File: src/rtl/hba_pkg.sv
// ----------------------------------------------------------------------------
// Handle bitmap allocator package
// Shared codes, command and status bundles for the controller and datapath.
// ----------------------------------------------------------------------------
package hba_pkg;

  // Bitmap storage is organized in rows of WORD_W slots each.
  localparam int WORD_W = 32;
  localparam int BIT_W  = 5;
  // The slot field of a handle is bits 30 to 16.
  localparam int SLOT_W = 15;
  localparam int SLOT_LSB = 16;
  localparam int CAPS_W = 16;
  localparam int HOUT_W = 24;

  typedef enum logic [1:0] {
    MODE_OPEN  = 2'd0,
    MODE_CLOSE = 2'd1,
    MODE_CHECK = 2'd2,
    MODE_NONE  = 2'd3
  } mode_e;

  typedef enum logic [1:0] {
    ST_OK         = 2'd0,
    ST_DENIED     = 2'd1,
    ST_FULL       = 2'd2,
    ST_BAD_HANDLE = 2'd3
  } status_e;

  typedef enum logic [1:0] {
    WR_NONE,
    WR_ZERO,
    WR_SET,
    WR_CLEAR
  } wr_op_e;

  typedef enum logic [1:0] {
    RES_PLAIN,
    RES_HANDLE,
    RES_FLAG
  } res_kind_e;

  typedef enum logic [2:0] {
    S_CLEAR,
    S_IDLE,
    S_DECIDE,
    S_SCAN,
    S_UPDATE,
    S_DONE
  } state_e;

  typedef struct packed {
    logic      load_item;
    logic      row_zero;
    logic      row_inc;
    logic      rd_next;
    wr_op_e    wr_op;
    logic      res_set;
    status_e   res_status;
    res_kind_e res_kind;
    logic      out_load;
  } hba_cmd_t;

  typedef struct packed {
    mode_e mode;
    logic  caps_ok;
    logic  slot_ok;
    logic  row_last;
    logic  free_found;
    logic  out_free;
  } hba_stat_t;

endpackage

File: src/rtl/hba_ram.sv
// ----------------------------------------------------------------------------
// Generic RAM
// One write port and one read port, read data registered.
// ----------------------------------------------------------------------------
module hba_ram #(
  parameter int WIDTH = 32,
  parameter int DEPTH = 8,
  parameter int AW    = (DEPTH > 1) ? $clog2(DEPTH) : 1
) (
  input  logic             clk_i,
  input  logic             we_i,
  input  logic [AW-1:0]    waddr_i,
  input  logic [WIDTH-1:0] wdata_i,
  input  logic [AW-1:0]    raddr_i,
  output logic [WIDTH-1:0] rdata_o
);

  logic [WIDTH-1:0] mem_q [DEPTH];
  logic [WIDTH-1:0] rdata_q;

  always_ff @(posedge clk_i) begin
    if (we_i) begin
      mem_q[waddr_i] <= wdata_i;
    end
    rdata_q <= mem_q[raddr_i];
  end

  assign rdata_o = rdata_q;

endmodule

File: src/rtl/hba_ctrl.sv
// ----------------------------------------------------------------------------
// Handle bitmap allocator controller
// Sequences the clearing pass, the row scan and the read-modify-write steps.
// ----------------------------------------------------------------------------
module hba_ctrl (
  input  logic              clk_i,
  input  logic              rst_ni,
  input  logic              in_valid_i,
  output logic              in_stall_o,
  input  hba_pkg::hba_stat_t stat_i,
  output hba_pkg::hba_cmd_t  cmd_o
);

  import hba_pkg::*;

  state_e state_q, state_d;

  always_ff @(posedge clk_i or negedge rst_ni) begin
    if (!rst_ni) begin
      state_q <= S_CLEAR;
    end else begin
      state_q <= state_d;
    end
  end

  always_comb begin
    state_d = state_q;
    cmd_o = '{
      load_item:  1'b0,
      row_zero:   1'b0,
      row_inc:    1'b0,
      rd_next:    1'b0,
      wr_op:      WR_NONE,
      res_set:    1'b0,
      res_status: ST_OK,
      res_kind:   RES_PLAIN,
      out_load:   1'b0
    };
    in_stall_o = (state_q != S_IDLE);

    unique case (state_q)
      S_CLEAR: begin
        cmd_o.wr_op = WR_ZERO;
        if (stat_i.row_last) begin
          cmd_o.row_zero = 1'b1;
          state_d = S_IDLE;
        end else begin
          cmd_o.row_inc = 1'b1;
        end
      end
      S_IDLE: begin
        if (in_valid_i) begin
          cmd_o.load_item = 1'b1;
          state_d = S_DECIDE;
        end
      end
      // The row of the item is being read during this cycle.
      S_DECIDE: begin
        unique case (stat_i.mode)
          MODE_OPEN: begin
            if (stat_i.caps_ok) begin
              state_d = S_SCAN;
            end else begin
              cmd_o.res_set = 1'b1;
              cmd_o.res_status = ST_DENIED;
              state_d = S_DONE;
            end
          end
          MODE_CLOSE: begin
            if (stat_i.slot_ok) begin
              state_d = S_UPDATE;
            end else begin
              cmd_o.res_set = 1'b1;
              cmd_o.res_status = ST_BAD_HANDLE;
              state_d = S_DONE;
            end
          end
          MODE_CHECK: begin
            if (stat_i.slot_ok) begin
              state_d = S_UPDATE;
            end else begin
              cmd_o.res_set = 1'b1;
              state_d = S_DONE;
            end
          end
          default: begin
            cmd_o.res_set = 1'b1;
            state_d = S_DONE;
          end
        endcase
      end
      // One row per cycle: the next row is read while this one is examined.
      S_SCAN: begin
        cmd_o.rd_next = 1'b1;
        if (stat_i.free_found) begin
          cmd_o.wr_op = WR_SET;
          cmd_o.res_set = 1'b1;
          cmd_o.res_kind = RES_HANDLE;
          state_d = S_DONE;
        end else if (stat_i.row_last) begin
          cmd_o.res_set = 1'b1;
          cmd_o.res_status = ST_FULL;
          state_d = S_DONE;
        end else begin
          cmd_o.row_inc = 1'b1;
        end
      end
      S_UPDATE: begin
        cmd_o.res_set = 1'b1;
        if (stat_i.mode == MODE_CLOSE) begin
          cmd_o.wr_op = WR_CLEAR;
        end else begin
          cmd_o.res_kind = RES_FLAG;
        end
        state_d = S_DONE;
      end
      S_DONE: begin
        if (stat_i.out_free) begin
          cmd_o.out_load = 1'b1;
          state_d = S_IDLE;
        end
      end
      default: begin
        state_d = S_IDLE;
      end
    endcase
  end

endmodule

File: src/rtl/hba_datapath.sv
// ----------------------------------------------------------------------------
// Handle bitmap allocator datapath
// Item registers, bitmap RAM, first-free search and the output register.
// ----------------------------------------------------------------------------
module hba_datapath #(
  parameter int NUM_SLOTS = 256
) (
  input  logic                          clk_i,
  input  logic                          rst_ni,
  input  logic [1:0]                    mode_i,
  input  logic [hba_pkg::CAPS_W-1:0]    capability_bits_i,
  input  logic signed [31:0]            handle_in_i,
  input  hba_pkg::hba_cmd_t             cmd_i,
  output hba_pkg::hba_stat_t            stat_o,
  output logic                          out_valid_o,
  input  logic                          out_stall_i,
  output logic [1:0]                    status_o,
  output logic [hba_pkg::HOUT_W-1:0]    handle_out_o,
  output logic                          open_flag_o
);

  import hba_pkg::*;

  localparam int ROWS      = (NUM_SLOTS + WORD_W - 1) / WORD_W;
  localparam int ROW_AW    = (ROWS > 1) ? $clog2(ROWS) : 1;
  localparam int LAST_BITS = NUM_SLOTS - (ROWS - 1) * WORD_W;
  localparam logic [WORD_W:0] LastMaskW =
      ({{WORD_W{1'b0}}, 1'b1} << LAST_BITS) - {{WORD_W{1'b0}}, 1'b1};
  localparam logic [WORD_W-1:0] LastMask = LastMaskW[WORD_W-1:0];
  localparam logic [SLOT_W:0] SlotLimit = NUM_SLOTS[SLOT_W:0];

  mode_e              mode_q;
  logic [CAPS_W-1:0]  caps_q;
  logic [SLOT_W-1:0]  slot_q;
  logic               neg_q;
  logic [ROW_AW-1:0]  row_q;

  logic [WORD_W-1:0]  rdata;
  logic [WORD_W-1:0]  wdata;
  logic [ROW_AW-1:0]  raddr;
  logic [WORD_W-1:0]  row_mask;
  logic [WORD_W-1:0]  free_vec;
  logic [BIT_W-1:0]   free_bit;
  logic [SLOT_W:0]    found_slot;
  logic               row_last;
  logic               slot_ok;

  status_e            res_status_q;
  logic [HOUT_W-1:0]  res_handle_q;
  logic               res_flag_q;
  logic               out_valid_q;
  status_e            out_status_q;
  logic [HOUT_W-1:0]  out_handle_q;
  logic               out_flag_q;

  assign row_last = (row_q == ROW_AW'(ROWS - 1));
  assign slot_ok  = !neg_q && ({1'b0, slot_q} < SlotLimit);
  assign row_mask = row_last ? LastMask : '1;
  assign free_vec = ~rdata & row_mask;
  assign raddr    = cmd_i.rd_next ? (row_q + ROW_AW'(1)) : row_q;

  // Lowest free slot within the row.
  always_comb begin
    free_bit = '0;
    for (int b = WORD_W - 1; b >= 0; b--) begin
      if (free_vec[b]) begin
        free_bit = BIT_W'(b);
      end
    end
  end

  assign found_slot = (SLOT_W + 1)'({row_q, free_bit});

  always_comb begin
    unique case (cmd_i.wr_op)
      WR_SET:   wdata = rdata | (WORD_W'(1) << free_bit);
      WR_CLEAR: wdata = rdata & ~(WORD_W'(1) << slot_q[BIT_W-1:0]);
      default:  wdata = '0;
    endcase
  end

  hba_ram #(
    .WIDTH (WORD_W),
    .DEPTH (ROWS),
    .AW    (ROW_AW)
  ) u_bitmap (
    .clk_i   (clk_i),
    .we_i    (cmd_i.wr_op != WR_NONE),
    .waddr_i (row_q),
    .wdata_i (wdata),
    .raddr_i (raddr),
    .rdata_o (rdata)
  );

  always_ff @(posedge clk_i or negedge rst_ni) begin
    if (!rst_ni) begin
      row_q <= '0;
    end else if (cmd_i.load_item) begin
      // Opens scan from the first row; close and check go to the handle's row.
      if (mode_e'(mode_i) == MODE_OPEN) begin
        row_q <= '0;
      end else begin
        row_q <= handle_in_i[SLOT_LSB + BIT_W +: ROW_AW];
      end
    end else if (cmd_i.row_zero) begin
      row_q <= '0;
    end else if (cmd_i.row_inc) begin
      row_q <= row_q + ROW_AW'(1);
    end
  end

  always_ff @(posedge clk_i) begin
    if (cmd_i.load_item) begin
      mode_q <= mode_e'(mode_i);
      caps_q <= capability_bits_i;
      slot_q <= handle_in_i[SLOT_LSB +: SLOT_W];
      neg_q  <= handle_in_i[31];
    end
    if (cmd_i.res_set) begin
      res_status_q <= cmd_i.res_status;
      res_handle_q <= (cmd_i.res_kind == RES_HANDLE) ? {found_slot[7:0], caps_q} : '0;
      res_flag_q   <= (cmd_i.res_kind == RES_FLAG) ? rdata[slot_q[BIT_W-1:0]] : 1'b0;
    end
    if (cmd_i.out_load) begin
      out_status_q <= res_status_q;
      out_handle_q <= res_handle_q;
      out_flag_q   <= res_flag_q;
    end
  end

  always_ff @(posedge clk_i or negedge rst_ni) begin
    if (!rst_ni) begin
      out_valid_q <= 1'b0;
    end else if (cmd_i.out_load) begin
      out_valid_q <= 1'b1;
    end else if (!out_stall_i) begin
      out_valid_q <= 1'b0;
    end
  end

  assign stat_o = '{
    mode:       mode_q,
    caps_ok:    caps_q[0],
    slot_ok:    slot_ok,
    row_last:   row_last,
    free_found: |free_vec,
    out_free:   !out_valid_q || !out_stall_i
  };

  assign out_valid_o  = out_valid_q;
  assign status_o     = out_status_q;
  assign handle_out_o = out_handle_q;
  assign open_flag_o  = out_flag_q;

endmodule

File: src/rtl/handle_bitmap_allocator_unit.sv
// ----------------------------------------------------------------------------
// Handle bitmap allocator
// Hands out, closes and checks handles against a bitmap of open slots.
// ----------------------------------------------------------------------------
// The bitmap lives in a RAM of ceil(NUM_SLOTS/32) rows of 32 slots. After
// reset the block clears that RAM one row per cycle and holds in_stall_o
// high meanwhile. It then works on one item at a time: an open with
// capability bit 0 set scans the rows from the first one until a free slot
// turns up or the last row is examined, since the single read port examines
// one row per cycle. Close and check pass through the decide and update
// steps, while refused or invalid requests go from decide straight to done.
// A finished result waits in the output register, so a new item is accepted
// while it is still stalled.
module handle_bitmap_allocator_unit #(
  parameter int NUM_SLOTS = 256
) (
  input  logic                       clk_i,
  input  logic                       rst_ni,
  input  logic                       in_valid_i,
  output logic                       in_stall_o,
  input  logic [1:0]                 mode_i,
  input  logic [hba_pkg::CAPS_W-1:0] capability_bits_i,
  input  logic signed [31:0]         handle_in_i,
  output logic                       out_valid_o,
  input  logic                       out_stall_i,
  output logic [1:0]                 status_o,
  output logic [hba_pkg::HOUT_W-1:0] handle_out_o,
  output logic                       open_flag_o
);

  import hba_pkg::*;

  hba_cmd_t  cmd;
  hba_stat_t stat;

  hba_ctrl u_ctrl (
    .clk_i      (clk_i),
    .rst_ni     (rst_ni),
    .in_valid_i (in_valid_i),
    .in_stall_o (in_stall_o),
    .stat_i     (stat),
    .cmd_o      (cmd)
  );

  hba_datapath #(
    .NUM_SLOTS (NUM_SLOTS)
  ) u_datapath (
    .clk_i             (clk_i),
    .rst_ni            (rst_ni),
    .mode_i            (mode_i),
    .capability_bits_i (capability_bits_i),
    .handle_in_i       (handle_in_i),
    .cmd_i             (cmd),
    .stat_o            (stat),
    .out_valid_o       (out_valid_o),
    .out_stall_i       (out_stall_i),
    .status_o          (status_o),
    .handle_out_o      (handle_out_o),
    .open_flag_o       (open_flag_o)
  );

endmodule
File: config.mk
export PLATFORM = sky130hd
export DESIGN_NAME = handle_bitmap_allocator_unit
export DESIGN_NICKNAME = d
export VERILOG_FILES = /design/src/rtl/hba_pkg.sv /design/src/rtl/hba_ram.sv /design/src/rtl/hba_ctrl.sv /design/src/rtl/hba_datapath.sv /design/src/rtl/handle_bitmap_allocator_unit.sv
export SDC_FILE = /design/constraint.sdc
export NUM_CORES = 1
export LEC_CHECK = 0
export BUFFER_PORTS_ARGS = -buffer_cell sky130_fd_sc_hd__buf_4
export CORE_UTILIZATION = 50
export DETAILED_ROUTE_END_ITERATION = 12
export GPL_ROUTABILITY_DRIVEN = 0
export PLACE_DENSITY = 0.67
export SETUP_SLACK_MARGIN = 0.4
export SLEW_MARGIN = 0
export SYNTH_ARGS = -nofsm -noshare
export SYNTH_HDL_FRONTEND = slang
export SYNTH_HIERARCHICAL = 1
export SYNTH_SLANG_ARGS = --single-unit
File: constraint.sdc
create_clock -name clk_i -period 12.2 [get_ports clk_i]
set_clock_uncertainty 0.05 [all_clocks]
set_input_delay 1.22 -clock clk_i [delete_from_list [all_inputs] [get_ports clk_i]]
set_output_delay 1.22 -clock clk_i [all_outputs]
set_load 0.02 [all_outputs]
# == Yosys cells after proc, flatten, opt, wreduce, memory -nomap -nowiden ==
# Memory sizes are Yosys's and may differ from the RTL's. A register that Yosys moved wholly into a read port is not among the register bits.
# Index checks and enable logic that the tools add are counted.
# W data, S select, Z words.
# word_totals
out_inout_bits,29
register_bits,95
wordCells,133
input_bits,54
n_memories,1
ramBits,256
# mem_list
memory,depth,word_bits,read_ports,rd_clocked_by_memory_dff,write_ports,line_no,source
u_datapath.u_bitmap.mem_q,8,32,1,1,1,hba_ram.sv:18,logic [WIDTH-1:0] mem_q [DEPTH];
# op_classes
reduce_logical,13
add_sub_neg,1
shift,2
bitwise,4
muxes,79
n_lt_le_gt_ge,2
eq_ne,18
# ops
cell,n
$mux W5,32
$not A32 Y32,2
$pmux W32 S2,1
$shl A1 B5 Y32 const A,2
$mux W3,14
$and A32 B32 Y32,1
$or A32 B32 Y32,1
$reduce_or A32 Y1,1
$mux W1,18
$pmux W3 S6,1
$lt A15 B9 Y1 const B,1
$pmux W2 S2,3
$eq A3 B3 Y1 const B,3
$eq A2 B2 Y1 const B,4
$mux W2,4
$eq A3 B2 Y1 const B,2
$lt A5 B6 Y1 const B,1
$pmux W1 S3,2
$pmux W2 S3,1
$pmux W3 S2,1
$bmux W1 S5,1
$eq A2 B1 Y1 const B,2
$logic_not A2 Y1,2
$ne A2 B1 Y1 const B,2
14 further kinds,17

# == Longest topological paths before layout ==
# Gate-level depths: netlist of the first run.
# logic_depth
ltp_word,36
mapped_depth,12
mapped_depth_nobuf,10

# == By module ==
# Netlist of the first run, hierarchy kept.
# modules_own_cells
module,cells_per_inst,area_per_inst_um2,seq_area_each_um2,n_inst
hba_ram,415,10466.3,8328.0,1
hba_datapath,344,4490.6,2652.5,1
hba_ctrl,54,400.4,75.1,1

# == Worst setup path before layout of the first run ==
# Ideal clock, no wire load.
# synth_timing
kind,reg2reg
from,"register u_datapath.u_bitmap.rdata_q[1], in the netlist u_datapath/u_bitmap/rdata_o[1], read port of u_datapath.u_bitmap.mem_q"
to,memory u_datapath.u_bitmap.mem_q[0][0] (enable)
n_path_buf,2
setup_slack_ns,7.978
arrival_time_ns,3.711
path_stages_with_launch,11
period_less_slack_ns,4.222
setup_time_ns,0.461
t_required_ns,11.689
cell_sequence,dfxtp_1 buf_2 nand4_2 or4_4 nand2b_1 and2_4 a21o_1 clkbuf_1 or2_2 nand2b_1 nor3_1
# synth_lines
element,line_no,source
start: declaration,hba_ram.sv:19,logic [WIDTH-1:0] rdata_q;
end: declaration,hba_ram.sv:18,

==> results.ini, run 1 <==
[pwr]
power_frac_comb_pct = 30.6
ir_worst_vdd_uv = 151
intPower_mw = 3.14
p_seq_share_pct = 44.0
p_sw_share_pct = 30.7
p_per_area_nw_per_um2 = 259
p_sw_mw = 1.39
p_leak_nw = 5.88
pwr-share-clk_pct = 25.4

[timing]
report.final.setup_viol = 0
finalMaxSlewViolations = 0
setup_tns_ps = 0
worst_slew_pin_slew_ps = 1130
fin_crit_ps = 4510
rsz0062_at_grt = false
max_freq_mhz = 222
max_slew_margin_pct = 24.2
hold_viol = 0
period_share_pct = 36.9

[floorplan]
die_w_um = 177
die_y_um = 177
dieArea_sq_um = 31400
num_rows = 63
num_io_pins = 83
coreArea_sq_um = 30000
start_util_pct = 51.3

[job]
drv_cap = 0

[synth]
ys_ff_latch = 380
synth-edff-count = 341
netlist_top_cells_count = 341 x edfxtp_1, 40 x mux4_1, 34 x mux2_2, 34 x mux4_2, 33 x o211ai_1
ys_seq_area_share_pct = 72.0
syn_area_sq_um = 15400
synth_area_leaders = edfxtp_1 67%, mux4_1 6.8%, mux4_2 5.0%
synth_top_area_share_pct = 66.7
synth_area_per_cell_sq_um = 18.9
yosys_most_used_dff = edfxtp_1
yosys_warnings = 6
yosysTopAreaCell = edfxtp_1
ys_types = 67
synth_most_common_cell = edfxtp_1
synth_fp_nets = 873
async_flop_share_pct = 1.84
synthCells = 813

[placed_design]
hpwlAfterDp_mm = 17.8
port_buffers = 66
dp_cells = 1244

[clock_tree]
cts_buffers = 39
root_buffer = clkbuf_16
ctsHoldBuffers = 0
cts_setup_buffers = 0
insertion_delay_ps = 520
cts_sinks = 380
cts_tree = yes
cts-htree-levels = 2
cts_resized = 0
cts_max_path_buffers = 3
path_clk_slew_ps = 60

[grt]
grt_max_degree = 65
grt.overflow.total = 0
grt_antenna_before_repair = 0
grt_usage_pct = 19.5
grt_pass1_wl_mm = 45.2
grt_pass1_vias = 7713

[critical_path]
startpoint_type = flip-flop
crit_required_ps = 12310
worstPathMaxFanout = 34
crit_type = reg2reg
crit_arrival_ps = 4620
critPathCaptureType = flip-flop

[detailed_routing]
num_vias = 7793
vias_per_cell = 5.94
drc_errors = 0
firstDrtPassIters = 4
wl_per_cell_um = 23.0
routed_wl_mm = 30.1
ant_nets = 0
drt_iter0_drc = 655

[hold_path]
worstHoldPathType = reg2reg

[cells_and_area]
stdcell_count = 1312
drive_gt1_share_pct = 24.9
area_delta_synth_final_pct = 14.1
layout.nets = 955
diodes = 0

[outcome]
status = finished, final reports clean

-- metrics by stage --
| step | util, % | power [mW] | instance area (sq um) | hold WS [ps] | setup slack, ps |
|---|---|---|---|---|---|
| after floorplan | - | 3.02 | 15400 | 350 | 7980 |
| after global placement | 54.3 | 3.39 | 16300 | 350 | 7940 |
| after detailed placement | 54.3 | 3.42 | 16300 | 356 | 7820 |
| after CTS | 58.5 | 4.58 | 17500 | 370 | 7800 |
| after global routing | 58.5 | 4.74 | 17500 | 377 | 7370 |
| final | 58.5 | 4.53 | 17500 | 370 | 7690 |
-- cell families (layout without fill, tap and decap cells) --
| kind of cell | after synthesis | count (layout) | share of synthesized area (%) |
|---|---|---|---|
| adder cells (fa/ha/maj) | 6 | 6 | 0.489 |
| XOR/XNOR | 1 | 1 | 0.0570 |
| buffers and inverters | 51 | 160 | 1.93 |
| AND/OR/NAND/NOR | 155 | 155 | 5.79 |
| multiplexers | 109 | 109 | 14.4 |
| flip-flops | 380 | 380 | 72.0 |
| AO/OA/AOI/OAI | 111 | 111 | 5.35 |
-- per-layer routing --
| layer | up-vias | track usage, % | part of all wire, % |
|---|---|---|---|
| li1 | 3524 | - | - |
| met1 | 3972 | 27.7 | 44 |
| met2 | 244 | 30.9 | 48 |
| met3 | 53 | 3.57 | 6.2 |
| met4 | 0 | 5.66 | 2.1 |
| met5 | - | 0 | 0 |
-- worst max-delay path, stage by stage (launching register included) --
cell	delay [ps]
dfxtp_1	390
nand4_1	260
or4_4	200
nand2b_1	190
and2_4	190
a21o_1	830
nand2b_1	310
nor3_1	400
o2111a_1	260
nand2_1	140
o31ai_1	930
-- cell type report --
cell class | count | area (sq um)
Multi-Input combinational cell | 382 | 4080
Timing Repair Buffer | 82 | 616
Clock buffer | 51 | 1060
Fill cell | 2212 | 12400
Sequential cell | 380 | 11100
Clock inverter | 17 | 183
Tap cell | 390 | 488
Inverter | 10 | 37.5
-- final timing paths --
kind	start	slack, ps	cells past startpoint	end
setup / recovery	u_datapath/u_bitmap/rdata_o[13]	7690	10	u_datapath/u_bitmap/mem_q[6][26]
hold / removal	u_datapath/res_handle_q[21]	370	0	u_datapath/handle_out_o[21]
setup reg to reg	u_datapath/u_bitmap/rdata_o[13]	7690	10	u_datapath/u_bitmap/mem_q[6][26]
hold reg to reg	u_datapath/res_handle_q[21]	370	0	u_datapath/handle_out_o[21]
max in group asynchronous	rst_ni	11520	1	u_datapath/row_q[1]
min in group asynchronous	rst_ni	460	1	u_ctrl/state_q[1]
-- power by group through the flow --
stage | Combinational, mW | Clock, mW | Sequential [mW]
after global placement | 1.38 | 0 | 2.00
after detailed placement | 1.40 | 0 | 2.02
after floorplan | 1.05 | 0 | 1.97
final | 1.39 | 1.15 | 2.00
after CTS | 1.41 | 1.18 | 1.99
after global routing | 1.50 | 1.22 | 2.02
-- cell usage in the layout, fill, tap and decap left out, types with 7 or more instances in the layout --
| master | count |
|---|---|
| edfxtp_1 | 341 |
| buf_4 | 82 |
| mux4_1 | 40 |
| clkbuf_16 | 39 |
| mux2_2 | 34 |
| mux4_2 | 34 |
| o211ai_1 | 33 |
| nand2_1 | 32 |
| o31ai_1 | 32 |
| dfxtp_1 | 32 |
| and2_1 | 22 |
| nor2_1 | 16 |
| nand2b_1 | 12 |
| a21oi_1 | 10 |
| clkbuf_1 | 8 |
| inv_1 | 8 |
| nor3_1 | 8 |
| clkinv_1 | 7 |
| dfrtp_1 | 7 |
| nand4_1 | 7 |
-- sequential cells by signal, summed over array words and instances, names as in the netlist --
signal and flops:
u_datapath/u_bitmap/mem_q 256, u_datapath/u_bitmap/rdata_o 32, u_datapath/handle_out_o 24, u_datapath/res_handle_q 24, u_datapath/caps_q 16, u_datapath/slot_q 12, u_ctrl/state_q 3, u_datapath/row_q 3
u_datapath/mode_q 2, u_datapath/res_status_q 2, u_datapath/status_o 2, u_datapath/neg_q 1, u_datapath/open_flag_o 1, u_datapath/out_valid_o 1, u_datapath/res_flag_q 1
Note: power is estimated with default switching activity, not from simulation.
==> run 2, diff against run 1 <==
--- a/config.mk
+++ b/config.mk
@@ -9,7 +9,7 @@
 export CORE_UTILIZATION = 50
 export DETAILED_ROUTE_END_ITERATION = 12
 export GPL_ROUTABILITY_DRIVEN = 0
-export PLACE_DENSITY = 0.67
+export PLACE_DENSITY = 0.7
 export SETUP_SLACK_MARGIN = 0.4
 export SLEW_MARGIN = 0
 export SYNTH_ARGS = -nofsm -noshare
==> constraint.sdc (replaced) <==
create_clock -name clk_i -period 3.6 [get_ports clk_i]
set_clock_uncertainty 0.05 [all_clocks]
set_input_delay 0.36 -clock clk_i [delete_from_list [all_inputs] [get_ports clk_i]]
set_output_delay 0.36 -clock clk_i [all_outputs]
set_load 0.02 [all_outputs]
==> run 2 against run 1 <==
  * Largest cell class unchanged
  * Cell area up 4.2%
  * Largest power group unchanged
  * Worst setup slack lost 7300 ps
  * Sequential power increased to 3.4 times the previous value
  * Critical path type unchanged
==> results.ini, run 2 (synthesized netlist as in run 1, its figures left out) <==
[detailed_routing]
firstDrtPassIters = 5  ; +1
routed_wl_mm = 30.8  ; +2.2%
drt_iter0_drc = 729  ; +11%
num_vias = 8103  ; +4.0%
vias_per_cell = 5.94  ; about the same
drc_errors = 0  ; unchanged
ant_nets = 0  ; unchanged
wl_per_cell_um = 22.6  ; -1.6%

[hold_path]
hold_path_depth = 3  ; +3
min_to = u_datapath/row_q[2]
worstHoldStart = handle_in_i[23]
worstHoldPathType = in2reg

[grt]
grt.overflow.total = 0  ; unchanged
grt_pass1_wl_mm = 46.4  ; +2.6%
grt_antenna_before_repair = 0  ; unchanged
grt_max_degree = 39  ; -40%
grt_usage_pct = 19.7  ; +0.24 points
grt_pass1_vias = 8061  ; +4.5%

[pwr]
p_leak_nw = 6.21  ; +5.6%
p_seq_share_pct = 42.7  ; -1.3 points
intPower_mw = 10.9  ; +250%
ir_worst_vdd_uv = 508  ; +240%
p_per_area_nw_per_um2 = 868  ; +240%
p_sw_share_pct = 31.5  ; +0.75 points
pwr-share-clk_pct = 25.3  ; about the same
p_sw_mw = 4.99  ; +260%
power_frac_comb_pct = 32.0  ; +1.4 points

[clock_tree]
cts_max_path_buffers = 3  ; unchanged
cts_tree = yes
cts-htree-levels = 2  ; unchanged
cts_buffers = 38  ; -2.6%
cts_sinks = 380  ; unchanged
root_buffer = clkbuf_16
path_clk_slew_ps = 60  ; about the same
insertion_delay_ps = 520  ; about the same

[critical_path]
startpoint_type = flip-flop
rr_worst_depth = 5  ; -5
crit_required_ps = 3730  ; -8580 ps
reg2reg_to = u_datapath/u_bitmap/mem_q[7][13]
slowest_stage = o31ai_1
ff2ff_setup_slack_ps = 410  ; -7290 ps
crit_type = reg2reg
critPathCaptureType = flip-flop
crit_arrival_ps = 3320  ; -1300 ps
cp_cell_sequence = nor2b_1 > o221ai_1 > a21oi_1 > o2111ai_1 > o31ai_1
max_stage_delay_ps = 1030  ; +100 ps
r2r_start = u_datapath/u_bitmap/rdata_o[30]
worstPathMaxFanout = 8  ; -76%

[cells_and_area]
largest_register = u_datapath/u_bitmap/mem_q
multi_input_area_sq_um = 4300  ; +5.3%
layout.nets = 1004  ; +5.1%
drive_gt1_share_pct = 29.3  ; +4.3 points
area_delta_synth_final_pct = 18.9
largest_register_ffs = 256  ; unchanged
final_cell_mix = 341 x edfxtp_1, 96 x buf_4, 40 x mux4_1
diodes = 0  ; unchanged
final_common_cell = edfxtp_1
fill_cells = 2113  ; -4.5%
regArea_sq_um = 11100  ; about the same

[floorplan]
num_io_pins = 83  ; unchanged
num_rows = 63  ; unchanged
die_w_um = 177  ; unchanged
die_y_um = 177  ; unchanged
coreArea_sq_um = 30000  ; unchanged
start_util_pct = 51.3  ; unchanged
dieArea_sq_um = 31400  ; unchanged

[placed_design]
port_buffers = 66  ; unchanged
hpwlAfterDp_mm = 18.6  ; +4.8%
place_ws_ps = 237  ; -7580 ps

[timing]
worst_slack_ps = 407  ; -7290 ps
hold_viol = 0  ; unchanged
rsz0062_at_grt = true
report.final.setup_viol = 0  ; unchanged
setup_tns_ps = 0  ; unchanged
worst_slew_pin_slew_ps = 1430  ; +306 ps
max_freq_mhz = 313  ; +41%
fin_crit_ps = 3190  ; -1310 ps
period_share_pct = 88.7  ; +52 points
max_slew_margin_pct = 4.34  ; -20 points
finalMaxSlewViolations = 0  ; unchanged

[job]
drv_cap = 0  ; unchanged

[outcome]
status = finished, final reports clean

[run 2: worst max path at each step]
stage,start,to,slack [ps],depth (start not counted)
2_1_floorplan,u_datapath/u_bitmap/rdata_o[1],u_datapath/u_bitmap/mem_q[1][0],230,10
3_3_place_gp,u_datapath/u_bitmap/rdata_o[1],u_datapath/u_bitmap/mem_q[0][0],280,9
3_5_place_dp,u_datapath/mode_q[1],u_datapath/u_bitmap/mem_q[0][0],240,8
4_1_cts,u_datapath/u_bitmap/rdata_o[21],u_datapath/u_bitmap/mem_q[4][27],280,11
5_1_grt,u_datapath/u_bitmap/rdata_o[21],u_datapath/u_bitmap/mem_q[4][15],190,10
6_report,u_datapath/u_bitmap/rdata_o[30],u_datapath/u_bitmap/mem_q[7][13],410,5
[run 2: final cells by class]
| type | instances | area share, % |
|---|---|---|
| repair buffers | 131 | 5.93 |
| clock inverters | 18 | 1.12 |
| inverters | 10 | 0.206 |
| flip-flops and latches | 380 | 60.6 |
| clock buffers | 51 | 5.97 |
| multi-input cells | 383 | 23.5 |
| well taps | 390 | 2.67 |
[run 2: per-stage QoR]
| step | cells | utilization (%) | total power [mW] | hold WS [ps] | area, sq um |
|---|---|---|---|---|---|
| 4_1_cts | 1362 | 60.3 | 15.8 | 25.7 | 18100 |
| 3_3_place_gp | 1260 | 54.8 | 11.6 | 130 | 16400 |
| 3_5_place_dp | 1260 | 54.8 | 11.7 | 129 | 16400 |
| 6_report | 1363 | 61.0 | 15.9 | 38.9 | 18300 |
| 5_1_grt | 1363 | 61.0 | 16.5 | 45.7 | 18300 |
| 2_1_floorplan | 813 | - | 10.2 | 14.4 | 15400 |
[run 2: critical path, delay by kind of cell, from the launching register on]
kind            cells  cell delay, ps
compound gates      4            2200
simple gates        1             170
flops               1             430
[run 2: timing repair]
action,CTS,global route
buffers inserted,1,0
hold endpoints to repair,38,0
setup endpoints to repair,225,370
cloned,0,1
pin swaps,1,1
gates resized for setup,7,33
hold buffers,32,0
[run 2: power groups by stage]
| stage | registers [mW] | clock network (mW) | logic [mW] |
|---|---|---|---|
| final | 6.77 | 4.01 | 5.07 |
| after CTS | 6.75 | 4.09 | 4.94 |
| after detailed placement | 6.83 | 0 | 4.85 |
| after floorplan | 6.68 | 0 | 3.57 |
| after global routing | 6.86 | 4.26 | 5.42 |
| after global placement | 6.78 | 0 | 4.81 |
[run 2: routing by layer]
layer,up-vias,part of all wire [%],GRT usage [%]
li1,3640,-,-
met1,4130,43,27.5
met2,288,49,32.5
met3,45,5.9,3.18
met4,0,1.7,5.27
met5,-,0,0
